`src/hw/rtl/svmt_pkg.sv`:
```
// Shared types, codes and helper functions of the linear SVM trainer.
package svmt_pkg;

   localparam int DEF_MAX_FEATURES = 4096;
   localparam int DEF_MAX_CLASSES  = 16;
   localparam int CMD_QUEUE_DEPTH  = 2;
   localparam int CSR_ADDR_W       = 4;

   localparam logic [1:0] OPC_CLEAR   = 2'd0;
   localparam logic [1:0] OPC_TRAIN   = 2'd1;
   localparam logic [1:0] OPC_PREDICT = 2'd2;
   localparam logic [1:0] OPC_IGNORE  = 2'd3;

   localparam logic [1:0] CSR_LEARN_RATE    = 2'd0;
   localparam logic [1:0] CSR_REG_LAMBDA    = 2'd1;
   localparam logic [1:0] CSR_CLASS_COUNT   = 2'd2;
   localparam logic [1:0] CSR_FEATURE_COUNT = 2'd3;

   localparam logic [31:0] RST_LEARN_RATE    = 32'd42950;
   localparam logic [19:0] RST_REG_LAMBDA    = 20'd6554;
   localparam logic [4:0]  RST_CLASS_COUNT   = 5'd10;
   localparam logic [12:0] RST_FEATURE_COUNT = 13'd3073;

   typedef enum logic [1:0] {
      KIND_CLEAR   = 2'd0,
      KIND_TRAIN   = 2'd1,
      KIND_PREDICT = 2'd2
   } kind_type;

   typedef struct packed {
      kind_type   kind;
      logic [3:0] label;
   } cmd_type;

   typedef struct packed {
      logic idle;
      logic wiped;
   } back_status_type;

   typedef struct packed {
      logic [31:0] learn_rate;
      logic [19:0] reg_lambda;
      logic [4:0]  class_count;
      logic [12:0] feature_count;
   } cfg_type;

   function automatic logic [31:0] clamp_count(input logic [31:0] value,
                                                input logic [31:0] limit);
      logic [31:0] r;
      if (value == 32'd0) begin
         r = 32'd1;
      end else if (value > limit) begin
         r = limit;
      end else begin
         r = value;
      end
      return r;
   endfunction

endpackage

```
`src/hw/rtl/svmt_ifs.sv`:
```
// Valid/ready channel interfaces for sample elements and results.
interface svmt_req_if;
   logic        valid;
   logic        ready;
   logic [1:0]  opcode;
   logic [15:0] feature_value;
   logic [3:0]  sample_label;

   modport source (output valid, output opcode, output feature_value, output sample_label,
                   input ready);
   modport sink (input valid, input opcode, input feature_value, input sample_label,
                 output ready);
endinterface


```
`src/hw/rtl/svmt_front.sv`:
```
// Front end: accepts elements, fills the sample buffer and issues commands.
module svmt_front
   import svmt_pkg::*;
#(
   parameter int MAX_FEATURES = DEF_MAX_FEATURES
) (
   input  logic                                clock,
   input  logic                                reset,
   svmt_req_if.sink                            req,
   input  cfg_type                             cfg,
   input  back_status_type                     status,
   input  logic                                q_full,
   input  logic                                q_empty,
   output logic                                push,
   output cmd_type                             push_cmd,
   output logic                                buf_we,
   output logic [$clog2(MAX_FEATURES)-1:0]     buf_waddr,
   output logic [15:0]                         buf_wdata
);

   localparam int FA_W = $clog2(MAX_FEATURES);
   localparam int FC_W = $clog2(MAX_FEATURES + 1);

   logic [FC_W-1:0] count_ff;
   logic [FC_W-1:0] count_in;
   logic [FC_W-1:0] n_feat;
   logic            is_elem;
   logic            last;
   logic            take;

   assign n_feat  = FC_W'(clamp_count(32'(cfg.feature_count), 32'(MAX_FEATURES)));
   assign is_elem = (req.opcode == OPC_TRAIN) || (req.opcode == OPC_PREDICT);
   assign last    = ((FC_W + 1)'(count_ff) + (FC_W + 1)'(1)) >= (FC_W + 1)'(n_feat);

   assign req.ready = status.wiped && !q_full && (!is_elem || (q_empty && status.idle));
   assign take      = req.valid && req.ready;

   assign push           = take && ((req.opcode == OPC_CLEAR) || (is_elem && last));
   assign push_cmd.label = req.sample_label;
   always_comb begin
      unique case (req.opcode)
         OPC_CLEAR: push_cmd.kind = KIND_CLEAR;
         OPC_TRAIN: push_cmd.kind = KIND_TRAIN;
         default:   push_cmd.kind = KIND_PREDICT;
      endcase
   end

   assign buf_we    = take && is_elem;
   assign buf_waddr = count_ff[FA_W-1:0];
   assign buf_wdata = req.feature_value;

   always_comb begin
      count_in = count_ff;
      if (take && (req.opcode == OPC_CLEAR)) begin
         count_in = '0;
      end else if (take && is_elem) begin
         count_in = last ? '0 : count_ff + FC_W'(1);
      end
   end

   always_ff @(posedge clock) begin
      if (reset) begin
         count_ff <= '0;
      end else begin
         count_ff <= count_in;
      end
   end

   a_clear_drops_partial: assert property (@(posedge clock) disable iff (reset)
      (take && (req.opcode == OPC_CLEAR)) |=> (count_ff == '0))
      else $error("Element count not cleared by a clear transaction.");

   a_count_in_range: assert property (@(posedge clock) disable iff (reset)
      (count_ff < FC_W'(MAX_FEATURES)))
      else $error("Element count left the buffer range.");

endmodule

```
`src/flat_wrapper.sv`:
```
// flat-port wrapper written by rule: the top's interface ports become plain ports
module svmt_front_flat import svmt_pkg::*;
#(
   parameter int MAX_FEATURES = DEF_MAX_FEATURES
)
  (clock, reset, cfg, status, q_full, q_empty, push, push_cmd, buf_we, buf_waddr, buf_wdata, req_valid, req_opcode, req_feature_value, req_sample_label, req_ready);
  svmt_req_if req_i ();
  input  logic clock;
  input  logic reset;
  input  cfg_type cfg;
  input  back_status_type status;
  input  logic q_full;
  input  logic q_empty;
  output logic push;
  output cmd_type push_cmd;
  output logic buf_we;
  output logic [$clog2(MAX_FEATURES)-1:0] buf_waddr;
  output logic [15:0] buf_wdata;
  input wire logic [$bits(req_i.valid)-1:0] req_valid;
  input wire logic [$bits(req_i.opcode)-1:0] req_opcode;
  input wire logic [$bits(req_i.feature_value)-1:0] req_feature_value;
  input wire logic [$bits(req_i.sample_label)-1:0] req_sample_label;
  output wire logic [$bits(req_i.ready)-1:0] req_ready;
  assign req_i.valid = req_valid;
  assign req_i.opcode = req_opcode;
  assign req_i.feature_value = req_feature_value;
  assign req_i.sample_label = req_sample_label;
  assign req_ready = req_i.ready;
  svmt_front #(.MAX_FEATURES(MAX_FEATURES)) u_core (.clock(clock), .reset(reset), .req(req_i), .cfg(cfg), .status(status), .q_full(q_full), .q_empty(q_empty), .push(push), .push_cmd(push_cmd), .buf_we(buf_we), .buf_waddr(buf_waddr), .buf_wdata(buf_wdata));
endmodule
```
`config.mk`:
```
export PLATFORM = sky130hd
export DESIGN_NAME = svmt_front_flat
export DESIGN_NICKNAME = d
export VERILOG_FILES = /design/src/hw/rtl/svmt_pkg.sv /design/src/hw/rtl/svmt_ifs.sv /design/src/hw/rtl/svmt_front.sv /design/src/flat_wrapper.sv
export SDC_FILE = /design/constraint.sdc
export NUM_CORES = 1
export LEC_CHECK = 0
export BUFFER_PORTS_ARGS = -buffer_cell sky130_fd_sc_hd__buf_2
export CORE_MARGIN = 2
export CORE_UTILIZATION = 41
export CTS_CLUSTER_DIAMETER = 60
export DETAILED_ROUTE_END_ITERATION = 7
export GPL_TIMING_DRIVEN = 0
export PLACE_DENSITY = 0.95
export SETUP_SLACK_MARGIN = 0.3
export SYNTH_ARGS = -nofsm -noshare
export SYNTH_HDL_FRONTEND = slang
export SYNTH_SLANG_ARGS = --single-unit
```
`constraint.sdc`:
```
create_clock -name clock -period 6.8 [get_ports clock]
set_input_delay 1.36 -clock clock [delete_from_list [all_inputs] [get_ports clock]]
set_output_delay 1.36 -clock clock [all_outputs]
set_load 0.01 [all_outputs]
```
==> results.py <==
metrics = {
    "outcome": {
        "status": "complete, no violations",
    },
    "timing": {
        "slew_headroom_pct": 52.81,
        "report.final.slew_viol_count": 0,
        "finalClockSkew_ps": 0.8460,
        "tightestPinTransition_ps": 707.9,
        "finalCritPeriodShare_pct": 72.70,
        "period_minus_slack_ps": 4944,
        "rsz0062_at_grt": "false",
        "fin_tns_setup_ps": 0,
        "fmax_ghz": 0.2023,
        "finalHoldViolCount": 0,
        "setup_viol_count_final": 0,
    },
    "synth": {
        "synthMuxAreaShare_pct": 0.6683,
        "synth_top_area_share_pct": 17.38,
        "synth_cell_type_count": 34,
        "synth-xor-area-share_pct": 12.28,
        "synth-seq-cells": 13,
        "synth.avg_cell_area_um2": 8.096,
        "synth_simple_gate_area_share_pct": 28.82,
        "syn_area_mm2": 0.001498,
        "syn-num-nets": 301,
        "synth_flop_cell": "dfxtp_1",
        "async_reset_ff_share_pct": 0,
        "netlist_instances": 185,
        "yosysSeqAreaShare_pct": 17.38,
        "synth_edf_count": 0,
        "yosys_warnings": 0,
        "ys_top_cells_by_area": "dfxtp_1 17%, buf_4 16%, ha_1 14%, xnor2_1 9.4%, nor3_2 6.7%",
        "synth_top_family_by_area": "simple AND/OR/NAND/NOR gates",
        "synthAdderAreaFrac_pct": 14.20,
        "synth_compound_area_share_pct": 7.853,
        "synth.largest_area_cell": "dfxtp_1",
    },
    "floorplanning": {
        "dieArea_mm2": 0.004153,
        "initial_utilization_pct": 43.85,
        "dieHeight_um": 64.44,
        "core_area_mm2": 0.003416,
        "die_w_um": 64.44,
        "pin_count": 136,
        "row_count": 21,
    },
    "placement": {
        "dpl.hpwl_um": 2693,
        "place_inst": 289,
        "io_buffers": 58,
        "gp_congestion": 0.8112,
    },
    "power_and_ir_drop": {
        "p_leak_nw": 0.9457,
        "ir_drop_mv": 0.04203,
        "powerDensity_mw_per_mm2": 88.61,
    },
    "grt": {
        "antenna_found_initial": 0,
        "grt.total_usage_pct": 15.32,
        "grt_max_degree": 11,
        "grt_pass1_wl_um": 5147,
        "gr-total-overflow": 0,
        "grt_pass1_vias": 1237,
    },
    "cells_and_area": {
        "final_common_cell": "buf_2",
        "final_cell_mix": "58 x buf_2, 32 x buf_4, 24 x nand2_1, 17 x ha_1",
        "register_area_um2": 260.3,
        "multi_input_area_um2": 955.9,
        "utilization_pct": 54.80,
        "top_register": "u_core.count_ff",
        "antenna_cells": 0,
        "largest_reg_flops": 13,
        "reg.largest.list": "u_core.count_ff x13",
        "finalNetCount": 364,
        "stdcell_count": 293,
        "filler_cell_count": 338,
        "drive_gt1_share_pct": 44.94,
        "area_delta_synth_final_pct": 24.98,
    },
    "route": {
        "drc": 0,
        "first_pass_iters": 4,
        "route.vias.total": 1406,
        "topRoutingLayerUsed": "met4",
        "ant_nets": 0,
        "routed-wl-met2_um": 1547,
        "drt_iter0_drc": 33,
        "wl_met1_um": 1381,
        "routedWlPerCell_um": 10.95,
        "wl_met3_um": 228,
        "totalWireLength_um": 3207,
        "vias_per_cell": 4.799,
    },
    "worst_setup_path": {
        "worstPathArrival_ps": 3580,
        "path_class": "in2out",
        "end_kind": "output port",
        "cp-start-kind": "input port",
        "critPathRequiredTime_ps": 5440,
        "worst-path-max-fanout": 10,
    },
    "cts": {
        "cts-resized-gates": 0,
        "clockBufferDepth": 2,
        "cts_tree": "done",
        "h-tree-depth": 1,
        "cts_made_buffers": 3,
        "clock_tree.root_cell": "clkbuf_4",
        "holdBufCountCts": 0,
        "clock-sinks": 13,
        "path_clk_slew_ps": 80,
        "post_cts_buffers": 0,
        "clk_latency_ps": 270,
    },
    "hold_path": {
        "hp-class": "reg2reg",
    },
    "job": {
        "drv_cap": 0,
    },
}
## cells in the mapped netlist, types with 2 or more instances
cell type and number:
buf_4 32, dfxtp_1 13, clkbuf_1 3, nor4_1 2, nor3_2 10, a211oi_1 2, xnor2_1 16, ha_1 17
or3_1 3, inv_1 4, nand3_1 3, nor2_1 16, nor3_1 7, a21oi_1 5, xor2_1 5, o211ai_1 3
and3_1 2, nand4_1 3, nand2_1 24
## layer usage
| layer | vias up | GRT usage [%] |
|---|---|---|
| met2 | 63 | 26.43 |
| met1 | 610 | 19.30 |
| met5 | - | 0 |
| li1 | 728 | - |
| met4 | 0 | 6.383 |
| met3 | 5 | 1.736 |
## cell families (layout without fill, tap and decap cells)
group                    after synthesis  count (layout)
adder cells (fa/ha/maj)               17              17
XOR/XNOR                              21              21
flip-flops                            13              13
multiplexers                           1               1
buffers and inverters                 41             103
AND/OR/NAND/NOR                       77              77
AO/OA/AOI/OAI                         15              15
## area by class of cell
| class | instances | area share [%] |
|---|---|---|
| inverter | 4 | 0.8021 |
| sequential | 13 | 13.90 |
| buffer | 37 | 14.24 |
| clock buffer | 4 | 1.404 |
| tap | 46 | 3.075 |
| multi-input combinational | 131 | 51.07 |
| timing repair buffer | 58 | 15.51 |
## power breakdown
group | internal, mW | switching [mW] | total (mW)
Combinational | 0.0220 | 0.0197 | 0.0418
Clock | 0.0227 | 0.0251 | 0.0478
Sequential | 0.0761 | 0.000174 | 0.0763
## per-stage QoR
step	area, um^2	setup WS [ps]	hold WS (ps)	power, mW
3_5_place_dp	1846	1835	558.3	0.1203
3_3_place_gp	1846	1869	542.6	0.1190
5_1_grt	1872	1623	603.8	0.1756
4_1_cts	1872	1815	567.0	0.1664
6_report	1872	1856	569.7	0.1659
2_1_floorplan	1498	2300	503.2	0.1039
## critical path, cell delays in order
cell	delay, ps
buf_2	100
inv_1	70
clkbuf_1	330
nand2_1	110
ha_1	300
a21oi_1	160
nor2_1	60
a2111oi_2	540
a31oi_4	170
or2_1	230
buf_2	140
## path summary, 6_finish.rpt
| check | startpoint | endpoint | slack, ps | depth (start not counted) |
|---|---|---|---|---|
| worst max-delay path | cfg[12] | push | 1860 | 11 |
| worst min-delay path | u_core.count_ff[0] | u_core.count_ff[0] | 570 | 2 |
| worst max register to register | u_core.count_ff[0] | u_core.count_ff[6] | 3610 | 10 |
| worst min register to register | u_core.count_ff[0] | u_core.count_ff[0] | 570 | 2 |
Note: power is estimated with default switching activity, not from simulation.
