## config.mk

```make
export PLATFORM = sky130hd
export DESIGN_NAME = svmt_cmd_fifo
export DESIGN_NICKNAME = d
export VERILOG_FILES = /design/src/hw/rtl/svmt_pkg.sv /design/src/hw/rtl/svmt_cmd_fifo.sv
export SDC_FILE = /design/constraint.sdc
export NUM_CORES = 1
export LEC_CHECK = 0
export BUFFER_PORTS_ARGS = -buffer_cell sky130_fd_sc_hd__buf_2
export CORE_UTILIZATION = 40
export CTS_CLUSTER_SIZE = 25
export DETAILED_ROUTE_END_ITERATION = 8
export HOLD_SLACK_MARGIN = 0.03
export PLACE_DENSITY = 0.61
export SYNTH_ARGS = -nofsm -noshare
export SYNTH_HDL_FRONTEND = slang
export SYNTH_SLANG_ARGS = --single-unit
```

## constraint.sdc

```tcl
create_clock -name clock -period 1.3 [get_ports clock]
set_input_delay 0.26 -clock clock [delete_from_list [all_inputs] [get_ports clock]]
set_output_delay 0.26 -clock clock [all_outputs]
set_load 0.01 [all_outputs]
```

## src/hw/rtl/svmt_pkg.sv

```systemverilog
// Shared types, codes and helper functions of the linear SVM trainer.
package svmt_pkg;

   localparam int DEF_MAX_FEATURES = 4096;
   localparam int DEF_MAX_CLASSES  = 16;
   localparam int CMD_QUEUE_DEPTH  = 2;
   localparam int CSR_ADDR_W       = 4;

   localparam logic [1:0] OPC_CLEAR   = 2'd0;
   localparam logic [1:0] OPC_TRAIN   = 2'd1;
   localparam logic [1:0] OPC_PREDICT = 2'd2;
   localparam logic [1:0] OPC_IGNORE  = 2'd3;

   localparam logic [1:0] CSR_LEARN_RATE    = 2'd0;
   localparam logic [1:0] CSR_REG_LAMBDA    = 2'd1;
   localparam logic [1:0] CSR_CLASS_COUNT   = 2'd2;
   localparam logic [1:0] CSR_FEATURE_COUNT = 2'd3;

   localparam logic [31:0] RST_LEARN_RATE    = 32'd42950;
   localparam logic [19:0] RST_REG_LAMBDA    = 20'd6554;
   localparam logic [4:0]  RST_CLASS_COUNT   = 5'd10;
   localparam logic [12:0] RST_FEATURE_COUNT = 13'd3073;

   typedef enum logic [1:0] {
      KIND_CLEAR   = 2'd0,
      KIND_TRAIN   = 2'd1,
      KIND_PREDICT = 2'd2
   } kind_type;

   typedef struct packed {
      kind_type   kind;
      logic [3:0] label;
   } cmd_type;

   typedef struct packed {
      logic idle;
      logic wiped;
   } back_status_type;

   typedef struct packed {
      logic [31:0] learn_rate;
      logic [19:0] reg_lambda;
      logic [4:0]  class_count;
      logic [12:0] feature_count;
   } cfg_type;

   function automatic logic [31:0] clamp_count(input logic [31:0] value,
                                                input logic [31:0] limit);
      logic [31:0] r;
      if (value == 32'd0) begin
         r = 32'd1;
      end else if (value > limit) begin
         r = limit;
      end else begin
         r = value;
      end
      return r;
   endfunction

endpackage

```

## src/hw/rtl/svmt_cmd_fifo.sv

```systemverilog
// Short command queue between the front end and the compute engine.
module svmt_cmd_fifo
   import svmt_pkg::*;
#(
   parameter int DEPTH = CMD_QUEUE_DEPTH
) (
   input  logic    clock,
   input  logic    reset,
   input  logic    push,
   input  cmd_type push_cmd,
   input  logic    pop,
   output cmd_type pop_cmd,
   output logic    full,
   output logic    empty
);

   localparam int PW = (DEPTH > 1) ? $clog2(DEPTH) : 1;
   localparam int CW = $clog2(DEPTH + 1);

   cmd_type         slots_ff [DEPTH];
   logic [PW-1:0]   wr_ff;
   logic [PW-1:0]   rd_ff;
   logic [CW-1:0]   cnt_ff;
   logic [PW-1:0]   wr_in;
   logic [PW-1:0]   rd_in;
   logic [CW-1:0]   cnt_in;

   assign full    = (cnt_ff == CW'(DEPTH));
   assign empty   = (cnt_ff == '0);
   assign pop_cmd = slots_ff[rd_ff];

   always_comb begin
      wr_in  = wr_ff;
      rd_in  = rd_ff;
      cnt_in = cnt_ff;
      if (push) begin
         wr_in = (wr_ff == PW'(DEPTH - 1)) ? '0 : wr_ff + PW'(1);
      end
      if (pop) begin
         rd_in = (rd_ff == PW'(DEPTH - 1)) ? '0 : rd_ff + PW'(1);
      end
      if (push && !pop) begin
         cnt_in = cnt_ff + CW'(1);
      end else if (pop && !push) begin
         cnt_in = cnt_ff - CW'(1);
      end
   end

   always_ff @(posedge clock) begin
      if (push) begin
         slots_ff[wr_ff] <= push_cmd;
      end
   end

   always_ff @(posedge clock) begin
      if (reset) begin
         wr_ff  <= '0;
         rd_ff  <= '0;
         cnt_ff <= '0;
      end else begin
         wr_ff  <= wr_in;
         rd_ff  <= rd_in;
         cnt_ff <= cnt_in;
      end
   end

endmodule

```

==> impl_results.md, run 1 <==
- Run status: finished, violations left
- Violations in the final reports: negative setup slack
- Maximum fanout along the worst path: 6
- Crit Path Category: reg2out
- Wirelength, routed: just under 900 um
- Cell chosen for the clock root: sky130_fd_sc_hd__clkbuf_4
- Cells taking the most area after synthesis: sky130_fd_sc_hd__edfxtp_1 (56%), sky130_fd_sc_hd__dfxtp_1 (16%), sky130_fd_sc_hd__mux2_2 (11%)
- Buffer levels on the longest clock path: 2
- Post-synthesis sequential area ratio: 0.720
- Switching power of the nets: between 0.0002 and 0.0003 W
- Static Leak: roughly 0.36 nW
- Worst slack at placement: between 0.03 and 0.04 ns
- Area of combinational cells with multiple inputs: a little under 200 um^2
- Router iterations before antenna repair: 4
- I/O pin cnt: 18
- Worst hold path class: in2reg
- Startpoint types: register
- Mean area per synthesized cell: ~16 um^2
- Effective utilization at floorplan: 0.424
- Share of async-settable or async-resettable flops after synthesis: 0
- Most frequently used cell type in the post-synthesis netlist: sky130_fd_sc_hd__edfxtp_1
- Met1 track utilization from global routing: 0.159
- Register share of total power: 0.588
- Most frequent cells after synthesis: sky130_fd_sc_hd__edfxtp_1 (12), sky130_fd_sc_hd__mux2_2 (6), sky130_fd_sc_hd__dfxtp_1 (5), sky130_fd_sc_hd__nor2_1 (5)
- Gate count after technology mapping: between 40 and 50
- Signed area change from the synthesized netlist to the final layout: 32.7%
- Total of fill cells in the finished design: 131
- Antenna violations before repair: 0
- Vias in the first global route: between 300 and 400
- Final ANT Viol Nets: 0
- Clk Latency, worst-skew pair: approximately 0.28 ns
- Min Tclk post-route: 1.39 ns
- Drt drc: 0
- Number of enable flip-flop cells after synthesis: 12
- 1st-iter DRT viols: 7
- Fin nets: 75
- Post-CTS Hold Fix Bufs: 0
- First-pass GRT wire length: around 1500 um
- Switching share of power: 0.227
- Pint: 0.000860 W
- Setup crit end kind: output pin
- Max Freq: 719 MHz
- Post-placement cell area: ~760 um^2
- Tightest Pin Transition: 0.278 ns
- Number of CTS-inserted buffers: 3
- Setup ws final: -0.0908 ns
- Post-synthesis net count: between 50 and 60
- Combinational share of power: 0.177
- Post-Route Setup TNS: -0.535 ns
- Total of warnings raised by yosys: 0
- Pin count of the biggest net entering global routing: 11
- Worst-case vdd ir drop: between 0.0005 and 0.0006 V
- Reg clk slew, reported paths: 0.09 ns
- Setup violation total in the final timing report: 6
- Vert. Die Dim: 42.0 um
- Overall via count from detail_route: between 300 and 400
- Clock tree skew after final layout: between 0.006 and 0.007 ns
- Share of power burned in the clock network: 0.236
- GRT Overall Usage: 0.119
- M3 GR Usage: 0.0259
- Area of the die: approximately 1800 um^2
- Register cell area after layout: ~470 um^2
- Setup repair after global routing missed its margin: yes
- Number of sinks handled by clock tree synthesis: 17
- PortBufs: 17
- FF+latch count, synth: 17
- Number of H-tree levels: 1
- Ys flop type: sky130_fd_sc_hd__edfxtp_1
- Crit path required time: 1.04 ns
- Largest area contributor in the synthesized netlist: sky130_fd_sc_hd__edfxtp_1
- Max-capacitance violation count: 0
- Share of Yosys cell area claimed by the top area cell type: 0.564
- Overflow left after global routing: 0
- Count of inserted antenna diode cells: 0
- Gpl congestion: between 0.6 and 0.7
- Core area: approximately 1500 um^2
- Final-report hold violation count: 0
- Core utilization of the finished layout: 0.563
- Global routing usage on met2: 0.166
- Sum of net half-perimeters after detailed placement: 635 um
- Netlist area before placement: ~640 um^2
- Cell Rows: 14
- Highest-utilization routing layer at the global route stage: met2
- Worst hold slack: between 0.15 and 0.2 ns
- Share of cells above drive strength 1: 0.508
- Worst max-slew margin expressed relative to the limit: 0.815
- CTS tree: yes
- Post-route cell area: 848 um^2
- Synth unique cells: 15
- Worst endpoint data arrival time: approximately 1.1 ns
- Routed wirelength normalized by instance count: between 10 and 15 um
- Pins Over Slew Limit: 0
- Die width: about 42 um
- Total power density per cell area: between 1000 and 1500 nW/um^2
- Vias per std cell: between 4 and 5
- Tcrit/Tclk final: 1.07
## logic make-up (layout without fill, tap and decap cells)
logic type	count (synthesis)	count (layout)	share of synthesized area
compound gates	2	2	0.0156
xor+xnor	4	4	0.0548
fa+ha+maj	1	1	0.0196
buf+inv	2	24	0.0117
flops	17	17	0.720
mux	6	6	0.106
simple gates	9	9	0.0724
## power groups by stage
| stage | logic, W | clock network, W | registers (W) |
|---|---|---|---|
| after floorplan | 0.000101 | 0 | 0.000651 |
| after global placement | 0.000156 | 0 | 0.000661 |
| after CTS | 0.000199 | 0.000280 | 0.000654 |
| after detailed placement | 0.000158 | 0 | 0.000662 |
| after global routing | 0.000215 | 0.000300 | 0.000659 |
| final | 0.000197 | 0.000262 | 0.000654 |
## flip-flops by register name (all words and copies together), names as in the netlist, named ones only
register	cells
cnt_ff	2
rd_ff	1
slots_ff	12
wr_ff	1
## worst max-delay path: stages (launching register included)
cell,delay [ns]
sky130_fd_sc_hd__dfxtp_4,0.42
sky130_fd_sc_hd__mux2_4,0.32
sky130_fd_sc_hd__buf_6,0.12
## placed cells by master, fill, tap and decap left out
cell type,Yosys,routed
sky130_fd_sc_hd__clkbuf_4,0,3
sky130_fd_sc_hd__inv_1,1,1
sky130_fd_sc_hd__ha_1,1,1
sky130_fd_sc_hd__o21ai_0,1,1
sky130_fd_sc_hd__nor2_1,5,5
sky130_fd_sc_hd__dfxtp_2,0,1
sky130_fd_sc_hd__clkinv_2,0,1
sky130_fd_sc_hd__xor2_1,2,2
sky130_fd_sc_hd__dfxtp_1,5,3
sky130_fd_sc_hd__buf_4,0,2
sky130_fd_sc_hd__mux2_4,0,6
sky130_fd_sc_hd__dfxtp_4,0,1
sky130_fd_sc_hd__a21oi_1,1,1
sky130_fd_sc_hd__and2_1,1,1
sky130_fd_sc_hd__buf_6,0,6
sky130_fd_sc_hd__xnor2_1,2,2
sky130_fd_sc_hd__buf_2,0,11
sky130_fd_sc_hd__or3_1,1,1
sky130_fd_sc_hd__and2b_2,1,1
sky130_fd_sc_hd__edfxtp_1,12,12
sky130_fd_sc_hd__nor2b_1,1,1
## repair_timing
item / CTS / global route
cloned: 0 / 0
setup endpoints to repair: 7 / 6
setup buffers: 0 / 0
gates resized for setup: 15 / 0
## stage by stage
stage	cells	power, W
after floorplan	41	0.000752
after detailed placement	75	0.000820
after global placement	75	0.000816
after global routing	79	0.00117
final	79	0.00111
after CTS	79	0.00113
## final timing paths
check | from | to | slack [ns] | cells past startpoint
worst min-delay path | push_cmd[5] | slots_ff[0][5] | 0.16 | 1
worst min register to register | cnt_ff[1] | cnt_ff[1] | 0.50 | 2
worst max register to register | cnt_ff[0] | cnt_ff[1] | 0.30 | 3
worst max-delay path | register | pop_cmd[1] | -0.09 | 2
## cell type report
cell class,count,area share
Clock buffer,3,0.0265
Tap cell,16,0.0236
Sequential cell,17,0.549
Multi-Input combinational cell,22,0.229
Clock inverter,1,0.00590
Timing Repair Buffer,19,0.162
Inverter,1,0.00442
## routing by layer
layer,up-vias,routed length [um]
met1,182,389
met4,0,10
met2,9,437
met5,-,0
met3,2,39
li1,189,-
No activity file was read; power rests on OpenSTA's default activity.
==> run 2, diff against run 1 <==
- ABC_AREA: default -> 1
- BUFFER_PORTS_ARGS: -buffer_cell sky130_fd_sc_hd__buf_2 -> default
- DONT_BUFFER_PORTS: default -> 1
- PLACE_DENSITY: 0.61 -> 0.51
==> run 2 against run 1 <==
The flow now finishes without violations. Cell area fell by 11%. Setup slack improved by 0.11 ns. Sequential share of layout area rose by 6.5 points. Critical endpoint is now pop_cmd[2]. Largest cell class unchanged. Largest power group unchanged. Highest routed layer unchanged.
==> impl_results.md, run 2 <==
- Endpoint with the worst hold slack: slots_ff[1][5]
- Share of Yosys cell area claimed by the top area cell type: 0.544
- Largest registers: slots_ff (12), cnt_ff (2)
- Cells taking the most area after synthesis: sky130_fd_sc_hd__edfxtp_1 (54%), sky130_fd_sc_hd__dfxtp_1 (15%), sky130_fd_sc_hd__mux2_2 (10%)
- Register share of total power: 0.625
- Post CTS Setup Buffer Count: 0
- Number of enable flip-flop cells after synthesis: 12
- Number of H-tree levels: 1
- Drt drc: 0
- Static Leak: between 0.3 and 0.4 nW
- Max Freq: roughly 780 MHz
- GRT Overall Usage: 0.132
- Post-Route Setup TNS: 0 ns
- Slowest stage cell, crit path: sky130_fd_sc_hd__dfxtp_4
- Most common cell after layout, fill and taps aside: sky130_fd_sc_hd__edfxtp_1
- Sum of net half-perimeters after detailed placement: 794 um
- First-pass GRT wire length: roughly 1700 um
- Crit-path cells: mux2_4
- Final-report hold violation count: 0
- Share of cells above drive strength 1: 0.224
- Combinational share of power: 0.118
- Number of CTS-inserted buffers: 3
- Count of inserted antenna diode cells: 0
- CP bufs+invs: 0
- Signed area change from the synthesized netlist to the final layout: 14.4%
- Commonest cells after routing, fill and taps aside: sky130_fd_sc_hd__edfxtp_1 (12), sky130_fd_sc_hd__inv_1 (8), sky130_fd_sc_hd__nor2_1 (7)
- Switching power of the nets: between 0.0002 and 0.00025 W
- Final ANT Viol Nets: 0
- Share of async-settable or async-resettable flops after synthesis: 0
- Reg clk slew, reported paths: 0.09 ns
- Worst hold path class: in2reg
- Overflow left after global routing: 0
- Crit Path Category: reg2out
- Vias in the first global route: a little under 400
- Synth unique cells: 16
- FF+latch count, synth: 17
- Largest area contributor in the synthesized netlist: sky130_fd_sc_hd__edfxtp_1
- Register cell area after layout: 464 um^2
- Mean area per synthesized cell: 12.7 um^2
- Total power density per cell area: about 1400 nW/um^2
- Worst max-slew margin expressed relative to the limit: 0.817
- Max stage delay on crit path: approximately 0.42 ns
- Vert. Die Dim: 42.7 um
- PortBufs: 0
- Cell count of the worst hold path: 0
- Gate count after technology mapping: 52
- Startpoint types: register
- Netlist area before placement: ~660 um^2
- Tightest Pin Transition: around 0.27 ns
- Largest Register: slots_ff
- Post-synthesis sequential area ratio: 0.696
- Setup violation total in the final timing report: 0
- Number of sinks handled by clock tree synthesis: 17
- Router iterations before antenna repair: 4
- Ys flop type: sky130_fd_sc_hd__edfxtp_1
- Buffer levels on the longest clock path: 2
- Most frequently used cell type in the post-synthesis netlist: sky130_fd_sc_hd__edfxtp_1
- FF-to-FF setup slack: 0.30 ns
- Cell Rows: 14
- Worst hold slack: between 0.07 and 0.08 ns
- Core utilization of the finished layout: 0.497
- I/O pin cnt: 18
- Pin count of the biggest net entering global routing: 10
- Crit-path leading delay family: flip-flops
- Crit path required time: about 1.0 ns
- Maximum fanout along the worst path: 6
- Vias per std cell: 4.95
- Worst endpoint data arrival time: a little over 1 ns
- Core area: between 1500 and 2000 um^2
- Pins Over Slew Limit: 0
- 1st-iter DRT viols: 4
- Pint: approximately 0.00080 W
- Flip-flop count of the largest register, all copies and words added: 12
- Min Tclk post-route: about 1.3 ns
- Total of warnings raised by yosys: 0
- Die width: around 43 um
- Reg2Reg Depth: 2
- Switching share of power: 0.227
- Worst reg2reg endpoint: slots_ff[0][0]
- Total of fill cells in the finished design: 132
- Antenna violations before repair: 0
- Clock tree skew after final layout: ~0.0045 ns
- Wirelength, routed: between 1000 and 1500 um
- Routed wirelength normalized by instance count: around 14 um
- Clk Latency, worst-skew pair: between 0.2 and 0.3 ns
- Fin nets: 70
- CTS tree: yes
- Share of power burned in the clock network: 0.257
- Worst-case vdd ir drop: slightly above 0.0008 V
- Worst Min Path Start: push_cmd[5]
- Setup repair after global routing missed its margin: yes
- Gpl congestion: around 0.63
- Most frequent cells after synthesis: sky130_fd_sc_hd__edfxtp_1 (12), sky130_fd_sc_hd__inv_1 (8), sky130_fd_sc_hd__nor2_1 (7), sky130_fd_sc_hd__mux2_2 (6), sky130_fd_sc_hd__dfxtp_1 (5)
- Tcrit/Tclk final: 0.985
- Max-capacitance violation count: 0
- Run status: finished clean
- Effective utilization at floorplan: 0.434
- Setup crit end kind: output pin
- Area of the die: approximately 1800 um^2
- Startpoint of the lowest-slack register-to-register path: wr_ff
- Area of combinational cells with multiple inputs: between 150 and 200 um^2
- Post-synthesis net count: 63
- Overall via count from detail_route: about 370
- Cell chosen for the clock root: sky130_fd_sc_hd__clkbuf_4
## run 2: cell count changes in the layout (fill, tap and decap cells not counted), moves of 2 or more
cell | before | now
sky130_fd_sc_hd__buf_2 | 11 | 0
sky130_fd_sc_hd__buf_6 | 6 | 0
sky130_fd_sc_hd__dlygate4sd3_1 | 0 | 2
sky130_fd_sc_hd__inv_1 | 1 | 8
sky130_fd_sc_hd__nand2_1 | 0 | 4
sky130_fd_sc_hd__nor2_1 | 5 | 7
sky130_fd_sc_hd__xor2_1 | 2 | 0
## run 2: stage by stage
step	instance area [um^2]	std cells	setup slack, ns	total power [W]
after floorplan	662	52	0.247	0.000738
after CTS	724	73	-0.0259	0.00103
after global placement	684	68	0.190	0.000751
final	757	74	0.0196	0.00103
after detailed placement	684	68	0.170	0.000760
after global routing	757	74	-0.0338	0.00109
## run 2: cells by family (layout without fill, tap and decap cells)
kind of cell / after synthesis / count (layout) / share of synthesized area
compound gates: 2 / 2 / 0.0151
xor+xnor: 1 / 1 / 0.0132
fa+ha+maj: 1 / 1 / 0.0189
buf+inv: 10 / 16 / 0.0586
flops: 17 / 17 / 0.696
mux: 6 / 6 / 0.102
simple gates: 15 / 15 / 0.0964
## run 2: area by class of cell
type | instances | share of cell area
Tap cell | 16 | 0.0264
Sequential cell | 17 | 0.613
Inverter | 9 | 0.0446
Multi-Input combinational cell | 25 | 0.245
Clock buffer | 4 | 0.0347
Timing Repair Buffer | 3 | 0.0364
## run 2: repair_timing
item	4_1_cts	5_1_grt
hold buffers	1	1
gates resized for setup	2	6
gates cloned	0	0
endpoints found under the setup margin	6	6
endpoints found under the hold margin	2	1
pin swaps	0	0
## run 2: power groups by stage
stage | Combinational [W] | Clock, W | Sequential (W)
after CTS | 0.000110 | 0.000282 | 0.000642
final | 0.000121 | 0.000265 | 0.000644
after global placement | 0.000100 | 0 | 0.000650
after global routing | 0.000132 | 0.000307 | 0.000650
after floorplan | 0.0000953 | 0 | 0.000642
after detailed placement | 0.000107 | 0 | 0.000654
## run 2: worst max-delay path by stage
| stage | startpoint | to | slack, ns | cells past startpoint |
|---|---|---|---|---|
| after floorplan | register | pop_cmd[0] | 0.25 | 2 |
| after detailed placement | register | pop_cmd[5] | 0.17 | 1 |
| after CTS | register | pop_cmd[4] | -0.03 | 1 |
| final | register | pop_cmd[2] | 0.02 | 1 |
| after global routing | register | pop_cmd[5] | -0.03 | 1 |
| after global placement | register | pop_cmd[5] | 0.19 | 1 |
## run 2: layer usage
layer  vias to the layer above  global-route usage  wire, um
met4                         0              0.0750        11
li1                        185                   -         -
met3                         2              0.0340        50
met5                         -                   0         0
met1                       168               0.127       379
met2                        11               0.245       571
==> run 3, diff against run 2 <==
- CELL_PAD_IN_SITES_DETAIL_PLACEMENT: default -> 0
- CELL_PAD_IN_SITES_GLOBAL_PLACEMENT: default -> 1
- PLACE_DENSITY: 0.51 -> 0.63
==> run 3 against run 2 <==
Combinational power decreased by 15%. Cell count down 2.7%. Cell area shrank 5.3%.
==> impl_results.md, run 3 (synthesized netlist as in run 2, its figures left out) <==
- Run status: finished clean
- Crit Path Category: reg2out
- Met2 WL post-DR: approximately 480 um
- Post CTS Setup Buffer Count: 0
- Startpoint of the lowest-slack register-to-register path: wr_ff
- CP bufs+invs: 0
- Number of CTS-inserted buffers: 3
- Switching share of power: 0.215
- Setup ws final: approximately 0.012 ns
- Maximum fanout along the worst path: 6
- Tightest Pin Transition: slightly below 0.5 ns
- Total power density per cell area: between 1000 and 1500 nW/um^2
- Setup crit end kind: output pin
- Static Leak: about 0.28 nW
- Effective utilization at floorplan: 0.434
- Crit-path leading delay family: flip-flops
- Vias per std cell: 4.89
- Largest registers: slots_ff (12), cnt_ff (2)
- Pin count of the biggest net entering global routing: 10
- Total of fill cells in the finished design: roughly 140
- Share of power burned in the clock network: 0.253
- Worst hold slack: 0.0561 ns
- Worst hold path class: in2reg
- Final ANT Viol Nets: 0
- Pins Over Slew Limit: 0
- Flip-flop count of the largest register, all copies and words added: 12
- Max Freq: ~780 MHz
- Clk Latency, worst-skew pair: between 0.2 and 0.3 ns
- Number of H-tree levels: 1
- Vias in the first global route: 381
- Router iterations before antenna repair: 2
- Slowest stage cell, crit path: sky130_fd_sc_hd__dfxtp_4
- Core area: approximately 1500 um^2
- Largest Register: slots_ff
- Most common cell after layout, fill and taps aside: sky130_fd_sc_hd__edfxtp_1
- Count of inserted antenna diode cells: 0
- Worst max-slew margin expressed relative to the limit: 0.677
- I/O pin cnt: 18
- Max layer used: met3
- Buffer levels on the longest clock path: 2
- Worst Min Path Start: reset
- Gpl congestion: around 0.62
- Post-route cell area: 717 um^2
- First-pass GRT wire length: 1560 um
- Post-placement cell area: between 600 and 700 um^2
- Tcrit/Tclk final: 0.991
- Combinational share of power: 0.103
- Worst-case vdd ir drop: 0.000522 V
- CTS tree: yes
- Max-capacitance violation count: 0
- Startpoint types: register
- PortBufs: 0
- Pint: around 0.00078 W
- Switching power of the nets: 0.000214 W
- Reg clk slew, reported paths: approximately 0.080 ns
- 1st-iter DRT viols: 10
- Setup violation total in the final timing report: 0
- Instance count after placement with tap cells included: between 60 and 70
- Register share of total power: 0.644
- Overflow left after global routing: 0
- Worst endpoint data arrival time: 1.03 ns
- Signed area change from the synthesized netlist to the final layout: 8.32%
- Vert. Die Dim: approximately 43 um
- Crit-path cells: mux2_2
- Min Tclk post-route: about 1.3 ns
- Overall via count from detail_route: 352
- Setup repair after global routing missed its margin: yes
- Cell Rows: 14
- Met3 wire len: slightly below 80 um
- Clock tree skew after final layout: approximately 0.00099 ns
- Die width: approximately 43 um
- Drt drc: 0
- Antenna violations before repair: 0
- Worst slack at placement: roughly 0.2 ns
- Area of the die: 1820 um^2
- Number of sinks handled by clock tree synthesis: 17
- Final-report hold violation count: 0
- Routed wirelength normalized by instance count: about 12 um
- Wirelength, routed: 867 um
- Final instance count without filler cells: a little over 70
- Routed length on met1: about 310 um
- Cell chosen for the clock root: sky130_fd_sc_hd__clkbuf_4
- Share of cells above drive strength 1: 0.214
- GRT Overall Usage: 0.117
- Max stage delay on crit path: ~0.4 ns
- Commonest cells after routing, fill and taps aside: sky130_fd_sc_hd__edfxtp_1 (12), sky130_fd_sc_hd__inv_1 (8), sky130_fd_sc_hd__nor2_1 (7)
- Crit path required time: about 1.0 ns
- Sum of net half-perimeters after detailed placement: ~710 um
- Fin nets: 68
[run 3: area by class of cell]
class	count	area [um^2]	area share
multi-input combinational	25	163	0.227
inverter	9	33.8	0.0471
timing repair buffer	1	10.0	0.0140
sequential	17	464	0.647
clock buffer	4	26.3	0.0366
tap	16	20.0	0.0279
[run 3: metrics by stage]
| step | setup TNS [ns] | util | power [W] |
|---|---|---|---|
| final | 0 | 0.470 | 0.000994 |
| after global routing | -0.251 | 0.470 | 0.00106 |
| after CTS | -0.0560 | 0.464 | 0.00101 |
| after detailed placement | 0 | 0.444 | 0.000754 |
| after global placement | 0 | 0.444 | 0.000748 |
| after floorplan | 0 | - | 0.000738 |
[run 3: worst paths after layout]
path | cells past startpoint | end | slack, ns
setup / recovery | 1 | pop_cmd[1] | 0.01
hold / removal | 1 | wr_ff | 0.06
setup reg to reg | 1 | slots_ff[0][3] | 0.22
hold reg to reg | 2 | wr_ff | 0.52
[run 3: power groups by stage]
stage / logic [W] / clock network [W] / registers, W
floorplan: 0.0000953 / 0 / 0.000642
global placement: 0.0000978 / 0 / 0.000650
detailed placement: 0.000101 / 0 / 0.000653
CTS: 0.000102 / 0.000266 / 0.000641
global route: 0.000117 / 0.000292 / 0.000646
finish: 0.000103 / 0.000251 / 0.000640
[run 3: what timing repair did]
action / CTS / global route
endpoints found under the hold margin: 0 / 2
gates resized for setup: 2 / 0
hold buffers: 0 / 1
endpoints found under the setup margin: 6 / 6
[run 3: layer usage]
metal,GRT usage,up-vias
met5,0,-
met4,0.0750,0
met2,0.194,11
met3,0.0511,0
met1,0.119,160
li1,-,181
